==> src/sv/rvdec_pkg.sv <==
// Types, operation codes, opcodes and funct lookups for the RV32I decoder.
`default_nettype none

package rvdec_pkg;

    typedef logic [5:0] t_op;

    localparam t_op OP_UNKNOWN = 6'd0;
    localparam t_op OP_HALT    = 6'd1;
    localparam t_op OP_NOP     = 6'd2;
    localparam t_op OP_ADD     = 6'd3;
    localparam t_op OP_SUB     = 6'd4;
    localparam t_op OP_AND     = 6'd5;
    localparam t_op OP_OR      = 6'd6;
    localparam t_op OP_XOR     = 6'd7;
    localparam t_op OP_SLL     = 6'd8;
    localparam t_op OP_SRL     = 6'd9;
    localparam t_op OP_SRA     = 6'd10;
    localparam t_op OP_SLT     = 6'd11;
    localparam t_op OP_SLTU    = 6'd12;
    localparam t_op OP_ADDI    = 6'd13;
    localparam t_op OP_ANDI    = 6'd14;
    localparam t_op OP_ORI     = 6'd15;
    localparam t_op OP_XORI    = 6'd16;
    localparam t_op OP_SLLI    = 6'd17;
    localparam t_op OP_SRLI    = 6'd18;
    localparam t_op OP_SRAI    = 6'd19;
    localparam t_op OP_SLTI    = 6'd20;
    localparam t_op OP_SLTIU   = 6'd21;
    localparam t_op OP_LB      = 6'd22;
    localparam t_op OP_LBU     = 6'd23;
    localparam t_op OP_LH      = 6'd24;
    localparam t_op OP_LHU     = 6'd25;
    localparam t_op OP_LW      = 6'd26;
    localparam t_op OP_SB      = 6'd27;
    localparam t_op OP_SH      = 6'd28;
    localparam t_op OP_SW      = 6'd29;
    localparam t_op OP_BEQ     = 6'd30;
    localparam t_op OP_BGE     = 6'd31;
    localparam t_op OP_BGEU    = 6'd32;
    localparam t_op OP_BLT     = 6'd33;
    localparam t_op OP_BLTU    = 6'd34;
    localparam t_op OP_BNE     = 6'd35;
    localparam t_op OP_JAL     = 6'd36;
    localparam t_op OP_JALR    = 6'd37;
    localparam t_op OP_AUIPC   = 6'd38;
    localparam t_op OP_LUI     = 6'd39;

    localparam logic [6:0] OPC_R      = 7'b0110011;
    localparam logic [6:0] OPC_IARITH = 7'b0010011;
    localparam logic [6:0] OPC_LOAD   = 7'b0000011;
    localparam logic [6:0] OPC_STORE  = 7'b0100011;
    localparam logic [6:0] OPC_BRANCH = 7'b1100011;
    localparam logic [6:0] OPC_JAL    = 7'b1101111;
    localparam logic [6:0] OPC_JALR   = 7'b1100111;
    localparam logic [6:0] OPC_AUIPC  = 7'b0010111;
    localparam logic [6:0] OPC_LUI    = 7'b0110111;

    localparam logic [6:0] F7_BASE = 7'b0000000;
    localparam logic [6:0] F7_ALT  = 7'b0100000;

    localparam logic [2:0] F3_ADD = 3'd0;
    localparam logic [2:0] F3_SL  = 3'd1;
    localparam logic [2:0] F3_SR  = 3'd5;

    localparam logic [31:0] HALT_WORD = 32'h0ff00513;
    localparam logic [31:0] HALT_IMM  = 32'd255;
    localparam logic [31:0] U_MASK    = 32'hFFFFF000;

    typedef struct packed {
        t_op                op_type;
        logic [6:0]         major_opcode;
        logic [6:0]         upper_funct;
        logic [2:0]         minor_funct;
        logic [4:0]         dest_reg;
        logic [4:0]         src_reg_a;
        logic [4:0]         src_reg_b;
        logic signed [31:0] immediate;
    } t_dec_result;

    function automatic t_op r_base_op(input logic [2:0] f3);
        t_op op;
        case (f3)
            3'd0:    op = OP_ADD;
            3'd1:    op = OP_SLL;
            3'd2:    op = OP_SLT;
            3'd3:    op = OP_SLTU;
            3'd4:    op = OP_XOR;
            3'd5:    op = OP_SRL;
            3'd6:    op = OP_OR;
            default: op = OP_AND;
        endcase
        return op;
    endfunction

    function automatic t_op iarith_op(input logic [2:0] f3);
        t_op op;
        case (f3)
            3'd0:    op = OP_ADDI;
            3'd1:    op = OP_SLLI;
            3'd2:    op = OP_SLTI;
            3'd3:    op = OP_SLTIU;
            3'd4:    op = OP_XORI;
            3'd5:    op = OP_SRLI;
            3'd6:    op = OP_ORI;
            default: op = OP_ANDI;
        endcase
        return op;
    endfunction

    function automatic t_op load_op(input logic [2:0] f3);
        t_op op;
        case (f3)
            3'd0:    op = OP_LB;
            3'd1:    op = OP_LH;
            3'd2:    op = OP_LW;
            3'd4:    op = OP_LBU;
            3'd5:    op = OP_LHU;
            default: op = OP_UNKNOWN;
        endcase
        return op;
    endfunction

    function automatic t_op store_op(input logic [2:0] f3);
        t_op op;
        case (f3)
            3'd0:    op = OP_SB;
            3'd1:    op = OP_SH;
            3'd2:    op = OP_SW;
            default: op = OP_UNKNOWN;
        endcase
        return op;
    endfunction

    function automatic t_op branch_op(input logic [2:0] f3);
        t_op op;
        case (f3)
            3'd0:    op = OP_BEQ;
            3'd1:    op = OP_BNE;
            3'd4:    op = OP_BLT;
            3'd5:    op = OP_BGE;
            3'd6:    op = OP_BLTU;
            3'd7:    op = OP_BGEU;
            default: op = OP_UNKNOWN;
        endcase
        return op;
    endfunction

endpackage

`default_nettype wire

==> src/sv/rv32i_instruction_decoder.sv <==
// Top level of the RV32I decoder: input register, decode, result register.
//
//  channel  | handshake                      | payload
//  ---------+--------------------------------+----------------------------------
//  instr in | i_instr_valid / o_instr_ready  | i_instr_word
//  result   | o_res_valid / i_res_ready      | o_op_type .. o_immediate
//
// One item per cycle sustained while i_res_ready stays high; the word is held in the input
// register, decoded combinationally and captured in the result register, which drives
// o_res_valid.
// i_rst_n (synchronous, active low) empties both stages.
// A stall on the result side holds the result register; the input register
// keeps accepting until it too is full, so no item is lost or repeated.
`default_nettype none

module rv32i_instruction_decoder
    import rvdec_pkg::*;
(
    input  wire logic               i_clk,
    input  wire logic               i_rst_n,
    input  wire logic               i_instr_valid,
    output logic                    o_instr_ready,
    input  wire logic [31:0]        i_instr_word,
    output logic                    o_res_valid,
    input  wire logic               i_res_ready,
    output logic [5:0]              o_op_type,
    output logic [6:0]              o_major_opcode,
    output logic [6:0]              o_upper_funct,
    output logic [2:0]              o_minor_funct,
    output logic [4:0]              o_dest_reg,
    output logic [4:0]              o_src_reg_a,
    output logic [4:0]              o_src_reg_b,
    output logic signed [31:0]      o_immediate
);

    logic        r_in_valid;
    logic        n_in_valid;
    logic [31:0] r_word;
    logic        r_out_valid;
    logic        n_out_valid;
    t_dec_result r_res;
    t_dec_result dec_res;
    logic        out_free;
    logic        in_take;

    rvdec_core u_core (
        .i_word (r_word),
        .o_res  (dec_res)
    );

    assign out_free      = !r_out_valid || i_res_ready;
    assign o_instr_ready = !r_in_valid || out_free;
    assign in_take       = i_instr_valid && o_instr_ready;

    always_comb begin
        n_in_valid  = r_in_valid;
        n_out_valid = r_out_valid;
        if (out_free) begin
            n_out_valid = r_in_valid;
        end
        if (o_instr_ready) begin
            n_in_valid = i_instr_valid;
        end
    end

    always_ff @(posedge i_clk) begin
        if (!i_rst_n) begin
            r_in_valid  <= 1'b0;
            r_out_valid <= 1'b0;
        end else begin
            r_in_valid  <= n_in_valid;
            r_out_valid <= n_out_valid;
        end
    end

    always_ff @(posedge i_clk) begin
        if (in_take) begin
            r_word <= i_instr_word;
        end
        if (out_free && r_in_valid) begin
            r_res <= dec_res;
        end
    end

    assign o_res_valid    = r_out_valid;
    assign o_op_type      = r_res.op_type;
    assign o_major_opcode = r_res.major_opcode;
    assign o_upper_funct  = r_res.upper_funct;
    assign o_minor_funct  = r_res.minor_funct;
    assign o_dest_reg     = r_res.dest_reg;
    assign o_src_reg_a    = r_res.src_reg_a;
    assign o_src_reg_b    = r_res.src_reg_b;
    assign o_immediate    = r_res.immediate;

endmodule

`default_nettype wire

==> src/sv/rvdec_core.sv <==
// Combinational field extraction and classification of one RV32I word.
`default_nettype none

module rvdec_core
    import rvdec_pkg::*;
(
    input  wire logic [31:0] i_word,
    output t_dec_result      o_res
);

    logic [6:0]  opc;
    logic [6:0]  f7;
    logic [2:0]  f3;
    logic [4:0]  rd;
    logic [4:0]  rs1;
    logic [4:0]  rs2;
    logic [31:0] imm_i;
    logic [31:0] imm_s;
    logic [31:0] imm_b;
    logic [31:0] imm_j;
    logic [31:0] imm_u;
    logic [31:0] imm_sh;

    assign opc    = i_word[6:0];
    assign f7     = i_word[31:25];
    assign f3     = i_word[14:12];
    assign rd     = i_word[11:7];
    assign rs1    = i_word[19:15];
    assign rs2    = i_word[24:20];
    assign imm_i  = {{20{i_word[31]}}, i_word[31:20]};
    assign imm_s  = {{20{i_word[31]}}, i_word[31:25], i_word[11:7]};
    assign imm_b  = {{19{i_word[31]}}, i_word[31], i_word[7], i_word[30:25],
                     i_word[11:8], 1'b0};
    assign imm_j  = {{11{i_word[31]}}, i_word[31], i_word[19:12], i_word[20],
                     i_word[30:21], 1'b0};
    assign imm_u  = i_word & U_MASK;
    assign imm_sh = {27'd0, i_word[24:20]};

    always_comb begin
        o_res.op_type      = OP_UNKNOWN;
        o_res.major_opcode = opc;
        o_res.upper_funct  = f7;
        o_res.minor_funct  = f3;
        o_res.dest_reg     = rd;
        o_res.src_reg_a    = rs1;
        o_res.src_reg_b    = rs2;
        o_res.immediate    = '0;

        unique case (opc)
            OPC_R: begin
                if (f7 == F7_BASE) begin
                    o_res.op_type = r_base_op(f3);
                end else if (f7 == F7_ALT && f3 == F3_ADD) begin
                    o_res.op_type = OP_SUB;
                end else if (f7 == F7_ALT && f3 == F3_SR) begin
                    o_res.op_type = OP_SRA;
                end
            end
            OPC_IARITH: begin
                o_res.src_reg_b = '0;
                if (f3 == F3_SL || f3 == F3_SR) begin
                    o_res.immediate = imm_sh;
                    if (f7 == F7_BASE) begin
                        o_res.op_type = iarith_op(f3);
                    end else if (f7 == F7_ALT && f3 == F3_SR) begin
                        o_res.op_type = OP_SRAI;
                    end
                end else begin
                    o_res.immediate = imm_i;
                    o_res.op_type   = iarith_op(f3);
                    if (f3 == F3_ADD && rd == '0 && rs1 == '0 && imm_i == '0) begin
                        o_res.op_type = OP_NOP;
                    end
                end
            end
            OPC_LOAD: begin
                o_res.src_reg_b = '0;
                o_res.immediate = imm_i;
                o_res.op_type   = load_op(f3);
            end
            OPC_STORE: begin
                o_res.dest_reg  = '0;
                o_res.immediate = imm_s;
                o_res.op_type   = store_op(f3);
            end
            OPC_BRANCH: begin
                o_res.dest_reg  = '0;
                o_res.immediate = imm_b;
                o_res.op_type   = branch_op(f3);
            end
            OPC_JAL: begin
                o_res.src_reg_a = '0;
                o_res.src_reg_b = '0;
                o_res.immediate = imm_j;
                o_res.op_type   = OP_JAL;
            end
            OPC_JALR: begin
                o_res.src_reg_b = '0;
                o_res.immediate = imm_i;
                o_res.op_type   = (f3 == F3_ADD) ? OP_JALR : OP_UNKNOWN;
            end
            OPC_AUIPC: begin
                o_res.src_reg_a = '0;
                o_res.src_reg_b = '0;
                o_res.immediate = imm_u;
                o_res.op_type   = OP_AUIPC;
            end
            OPC_LUI: begin
                o_res.src_reg_a = '0;
                o_res.src_reg_b = '0;
                o_res.immediate = imm_u;
                o_res.op_type   = OP_LUI;
            end
            default: begin
                o_res.op_type = OP_UNKNOWN;
            end
        endcase

        if (i_word == HALT_WORD) begin
            o_res.op_type      = OP_HALT;
            o_res.major_opcode = '0;
            o_res.upper_funct  = '0;
            o_res.minor_funct  = '0;
            o_res.dest_reg     = '0;
            o_res.src_reg_a    = '0;
            o_res.src_reg_b    = '0;
            o_res.immediate    = HALT_IMM;
        end
    end

endmodule

`default_nettype wire

==> config.mk <==
export PLATFORM = sky130hd
export DESIGN_NAME = rv32i_instruction_decoder
export DESIGN_NICKNAME = d
export VERILOG_FILES = /design/src/sv/rvdec_pkg.sv /design/src/sv/rv32i_instruction_decoder.sv /design/src/sv/rvdec_core.sv
export SDC_FILE = /design/constraint.sdc
export NUM_CORES = 1
export LEC_CHECK = 0
export ABC_AREA = 0
export BUFFER_PORTS_ARGS = -buffer_cell sky130_fd_sc_hd__buf_4
export CORE_ASPECT_RATIO = 1.25
export CORE_MARGIN = 5
export CORE_UTILIZATION = 48
export CTS_CLUSTER_SIZE = 10
export DETAILED_ROUTE_END_ITERATION = 8
export GPL_TIMING_DRIVEN = 1
export PLACE_DENSITY = 0.87
export SETUP_SLACK_MARGIN = 0.15
export SYNTH_ARGS = -nofsm -noshare
export SYNTH_HDL_FRONTEND = slang
export SYNTH_SLANG_ARGS = --single-unit
==> constraint.sdc <==
create_clock -name i_clk -period 4.7 [get_ports i_clk]
set_input_delay 0.94 -clock i_clk [delete_from_list [all_inputs] [get_ports i_clk]]
set_output_delay 0.94 -clock i_clk [all_outputs]
set_load 0.01 [all_outputs]
==> results of run 1 <==
[area by class of cell]
cell class                 instances  area (um^2)
clock inverter                     7         58.8
timing repair buffer             109          818
multi-input combinational        203         1230
inverter                           6         22.5
tap                              123          154
sequential                       104         3100
fill                             688         3510
clock buffer                       9          225
[Yosys cell counts, types with 4 or more instances]
cell      number  area, um^2
a21o_1        19         143
a21oi_1       14        70.1
a22o_1         4        35.0
and2_1        19         119
and3_1         4        25.0
buf_2          5        25.0
clkbuf_1      20        75.1
edfxtp_1     102        3060
inv_1          6        22.5
nand2_1       19        71.3
nand2b_1       4        25.0
nand3_1       12        60.1
nand4_1        5        31.3
nor2_1        24        90.1
nor2b_1       16         100
nor3_1         7        35.0
nor4_1         4        25.0
o21ai_0       11        55.1
or3_1          5        31.3
[where the power goes]
group	switching (mW)	total (mW)	internal (mW)	leakage, nW
logic	0.0799	0.160	0.0805	1.11
clock network	0.336	0.705	0.369	0.144
registers	0.0423	1.12	1.07	0.968
total	0.458	1.98	1.52	2.22
[worst min-delay path by stage]
| stage | end | depth (start not counted) |
|---|---|---|
| after global routing | o_res_valid$_SDFFE_PN0P_ | 1 |
| final | o_res_valid$_SDFFE_PN0P_ | 1 |
| after detailed placement | o_res_valid$_SDFFE_PN0P_ | 1 |
| after floorplan | o_res_valid$_SDFFE_PN0P_ | 1 |
| after CTS | o_res_valid$_SDFFE_PN0P_ | 1 |
| after global placement | o_res_valid$_SDFFE_PN0P_ | 1 |
[layer usage]
metal | up-vias | wire, um | GRT usage (%)
met1 | 1423 | 3850 | 22.7
met2 | 147 | 5100 | 29.1
met5 | - | 0 | 0
li1 | 1445 | - | -
met4 | 0 | 261 | 7.03
met3 | 21 | 654 | 3.90
[metrics by stage]
step | cells | area [um^2] | setup WS, ns
final | 561 | 5620 | 2.11
after detailed placement | 545 | 5330 | 2.11
after global routing | 561 | 5620 | 2.03
after global placement | 545 | 5330 | 2.18
after floorplan | 339 | 4460 | 1.43
after CTS | 561 | 5620 | 2.11
[critical path, stage by stage]
cell and delay, ns:
buf_4 0.11, nor2b_1 0.31, nand2_1 0.13, buf_4 0.16
[kinds of logic (layout without fill, tap and decap cells)]
group,count (synthesis),after routing,share of synthesized area [%]
mux,1,1,0.225
xor+xnor,3,3,0.590
compound gates,72,72,10.9
buf+inv,32,131,2.84
flops,104,104,69.6
simple gates,127,127,15.8
==> impl_metrics.csv, run 1 <==
group,metric,value,unit
critical_path,cp-start-kind,"primary input",
grt,grt_max_degree,71,
grt,grt_pass1_wl,15.4,mm
placement,io_buffer_count,107,
run_status,status,"completed",
synth,synth_warnings,0,
critical_path,r2r_cells,5,
clocking,cts-htree-levels,3,
clocking,clk-insertion-delay-late,0.34,ns
critical_path,cp-end-kind,"output port",
critical_path,worstPathRequired,3.76,ns
synth,avgSynthCellArea,13.1,um^2
synth,synth_nets,375,
critical_path,crit_arrival,1.65,ns
floorplan,io_pins,108,
route,drtIter0Drc,373,
power,total_power,1.98,mW
layout,postLayoutCoreUtil,61.6,%
sta,min_period_over_period,55.0,%
critical_path,r2r-end,"o_dest_reg[3]$_SDFFCE_PP0P_",
critical_path,critPathKind,"in -> out",
synth,synth-seq-area-share,69.6,%
synth,async_flop_share,0,%
floorplan,die_h,118,um
route,routed_wl,9.87,mm
grt,grt_usage,17.8,%
floorplan,rows,39,
floorplan,die_w,96.2,um
critical_path,rr_startpoint,"r_word[2]$_DFFE_PP_",
synth,synthFlopType,"edfxtp_1",
clocking,clk_pin_slew,0.07,ns
sta,hold_violations,0,
sta,rsz0062_at_grt,"no",
clocking,cts_sinks,104,
layout,layout.nets,469,
critical_path,path_max_fanout,4,
sta,holdWs,0.552,ns
grt,first_global_vias,3011,
placement,place_hpwl,7.00,mm
route,drtPass1Iterations,5,
floorplan,die_area,11300,um^2
layout,drive_gt1_share,29.7,%
sta,worstMarginPinSlew,0.845,ns
layout,layout_commonest_cell,"buf_4",
synth,synth_seq_cells,104,
synth,synthCells,339,
power,power_density,353,nW/um^2
power,vdd_ir_drop_max,0.259,mV
layout,area_growth_syn_to_layout,26.0,%
floorplan,initial_core_util,48.8,%
clocking,cts_tree,"yes",
sta,maxSlewHeadroom,43.7,%
layout,layout_common_cells,"buf_4 (109), edfxtp_1 (102), nor2_1 (24)",
synth,synth_edf_count,102,
sta,finalSetupTns,0,ns
sta,fin_skew,0.00873,ns
route,antenna_left,0,
sta,final_max_slew_viol_count,0,
critical_path,cp-startpoint,"i_res_ready",
sta,finalSetupViolations,0,
route,wl_per_cell,17.6,um
route,drc,0,
critical_path,rrSetupSlack,2.27,ns
clocking,cts_setup_buffers,0,
grt,antenna_found_initial,0,
power,power.leakage,2.22,nW
layout,antenna_cells,0,
worst_hold_path,hold_class,"reg -> reg",
route,via_count,3036,
flow_run,maxCapViolCount,0,
grt,overflow,0,
sta,fmax,0.387,GHz
route,avgViaCountPerCell,5.41,
sta,period_needed,2.59,ns
clocking,cts.repair.resized,0,
synth,netlist_area,4460,um^2
clocking,holdBufCountCts,0,
clocking,cts_buffers,9,
placement,routabilityCongestion,0.897,
critical_path,endpoint,"o_instr_ready",
floorplan,core_area,9130,um^2
worst_hold_path,worstHoldStart,"r_in_valid$_SDFFE_PN0N_",
synth,ys_types,49,
clocking,clk_path_buf_depth,2,
clocking,root_buffer,"clkbuf_16",
(Power assumes the default switching activity.)
==> run 2, diff against run 1 <==
- CORE_UTILIZATION: 48 -> 50
- PLACE_DENSITY: 0.87 -> 0.86
- clock period: 4.7 -> 2.4 ns (I/O delays scaled with it)
==> impl_metrics.csv, run 2 (same netlist as run 1, synthesis figures left out) <==
group,metric,value,unit
run_status,status,"completed",
critical_path,slowest_delay,0.56,ns
floorplan,core_area,8700,um^2
sta,period_needed,2.18,ns
floorplan,rows,38,
layout,layout_common_cells,"buf_4 (126), edfxtp_1 (102), nor2_1 (24)",
layout,drive_gt1_share,32.0,%
sta,finalSetupTns,0,ns
route,drc,0,
sta,fmax,0.458,GHz
floorplan,io_pins,108,
placement,dpl_cell_area,5440,um^2
grt,first_global_vias,3021,
route,wl_per_cell,19.0,um
critical_path,crit_buf_inv,0,
layout,postLayoutCoreUtil,64.9,%
clocking,holdBufCountCts,0,
sta,maxSlewHeadroom,57.1,%
floorplan,die_h,116,um
sta,worstMarginPinSlew,0.642,ns
critical_path,critPathKind,"reg -> reg",
route,via_count,3216,
clocking,clk_path_buf_depth,2,
sta,rsz0062_at_grt,"no",
layout,antenna_cells,0,
sta,setup_ws,0.215,ns
worst_hold_path,worstHoldStart,"i_instr_word[8]",
power,power_switching,854,uW
layout,layout.nets,487,
critical_path,cpMaxStageDelayCell,"edfxtp_1",
grt,grt_usage,19.7,%
clocking,root_buffer,"clkbuf_8",
layout,layout_commonest_cell,"buf_4",
placement,place_hpwl,7.90,mm
critical_path,cp-startpoint,"r_word[5]$_DFFE_PP_",
route,drtPass1Iterations,7,
grt,grt_pass1_wl,15.9,mm
critical_path,crit_arrival,2.32,ns
critical_path,crit_path_frequent_cell,"and2_1",
grt,overflow,0,
clocking,clk-insertion-delay-late,0.38,ns
sta,hold_violations,0,
power,p_int,2.66,mW
critical_path,cp-end-kind,"flop",
critical_path,cp-start-kind,"flop",
flow_run,maxCapViolCount,0,
placement,io_buffer_count,107,
floorplan,die_area,10900,um^2
power,total_power,3.51,mW
grt,grt_max_degree,71,
sta,holdWs,0.272,ns
critical_path,path_max_fanout,11,
layout,area_growth_syn_to_layout,26.8,%
route,avgViaCountPerCell,5.58,
sta,finalSetupViolations,0,
route,drtIter0Drc,295,
floorplan,die_w,94.4,um
floorplan,initial_core_util,51.2,%
clocking,cts_buffers,9,
sta,fin_skew,0.0145,ns
power,power.leakage,2.26,nW
route,antenna_left,0,
critical_path,worstPathRequired,2.54,ns
placement,routabilityCongestion,0.959,
power,power_frac_clock,28.0,%
clocking,cts_tree,"yes",
critical_path,path_cells,"and2_1 > o211ai_1 > nand3_1 > and2_1 > a21o_1",
power,switching_share,24.3,%
route,routed_wl,10.9,mm
sta,final_max_slew_viol_count,0,
clocking,cts_sinks,104,
power,vdd_ir_drop_max,0.303,mV
power,power_density,622,nW/um^2
sta,min_period_over_period,91.0,%
layout,num-fill-cells,688,
critical_path,cp_top_family,"simple AND/OR/NAND/NOR gates",
power,p_comb_share,10.4,%
grt,antenna_found_initial,0,
critical_path,rr_startpoint,"r_word[5]$_DFFE_PP_",
clocking,clk_pin_slew,0.10,ns
placement,placed_cells,555,
placement,dp_slack,0.200,ns
layout,design_area,5650,um^2
worst_hold_path,hold_class,"in -> reg",
power,seqPwrFrac,61.6,%
layout,instances_no_fill,576,
clocking,cts-htree-levels,3,
-- run 2: cell count changes in the layout (fill, tap and decap cells not counted) --
cell	delta
buf_4	+17
clkbuf_16	-9
clkbuf_8	+9
clkinv_1	+2
buf_12	+1
clkbuf_1	+1
clkinv_2	-1
clkinv_4	-1
inv_8	-1
nor3_1	-1
nor3_2	+1
-- run 2: repair_timing --
action | CTS | global route
setup buffers | 0 | 5
hold endpoints to repair | 0 | 0
setup endpoints to repair | 0 | 26
resized for setup | 0 | 1
-- run 2: path summary, 6_finish.rpt --
check / endpoint / slack [ns] / depth (start not counted)
max: o_immediate[23]$_SDFFCE_PP0P_ / 0.22 / 5
min: r_word[8]$_DFFE_PP_ / 0.27 / 1
max reg2reg: o_immediate[23]$_SDFFCE_PP0P_ / 0.22 / 5
min reg2reg: o_immediate[17]$_SDFFCE_PP0P_ / 0.59 / 1
-- run 2: area by class of cell --
class,count,area [um^2],area share [%]
multi-input cells,203,1240,21.9
clock inverters,6,41.3,0.731
inverters,6,22.5,0.399
repair buffers,127,966,17.1
flip-flops and latches,104,3100,54.9
clock buffers,10,128,2.26
well taps,120,150,2.66
-- run 2: metal layers --
layer | vias to the layer above | global-route usage [%] | share of wire (%)
met1 | 1540 | 22.6 | 36
li1 | 1481 | - | -
met3 | 35 | 4.16 | 7.0
met2 | 160 | 34.8 | 53
met4 | 0 | 9.83 | 3.5
met5 | - | 0 | 0
-- run 2: power by group through the flow --
stage | clock, mW | combinational [mW] | sequential, mW
floorplan | 0 | 0.147 | 2.21
global placement | 0 | 0.353 | 2.20
detailed placement | 0 | 0.360 | 2.21
CTS | 1.00 | 0.361 | 2.16
global route | 1.06 | 0.393 | 2.17
finish | 0.984 | 0.367 | 2.16
-- run 2: worst register-to-register path: cells and delay by family (launching register included) --
kind	cells	cell delay (ns)
flops	1	0.56
compound gates	2	0.44
simple gates	3	0.96
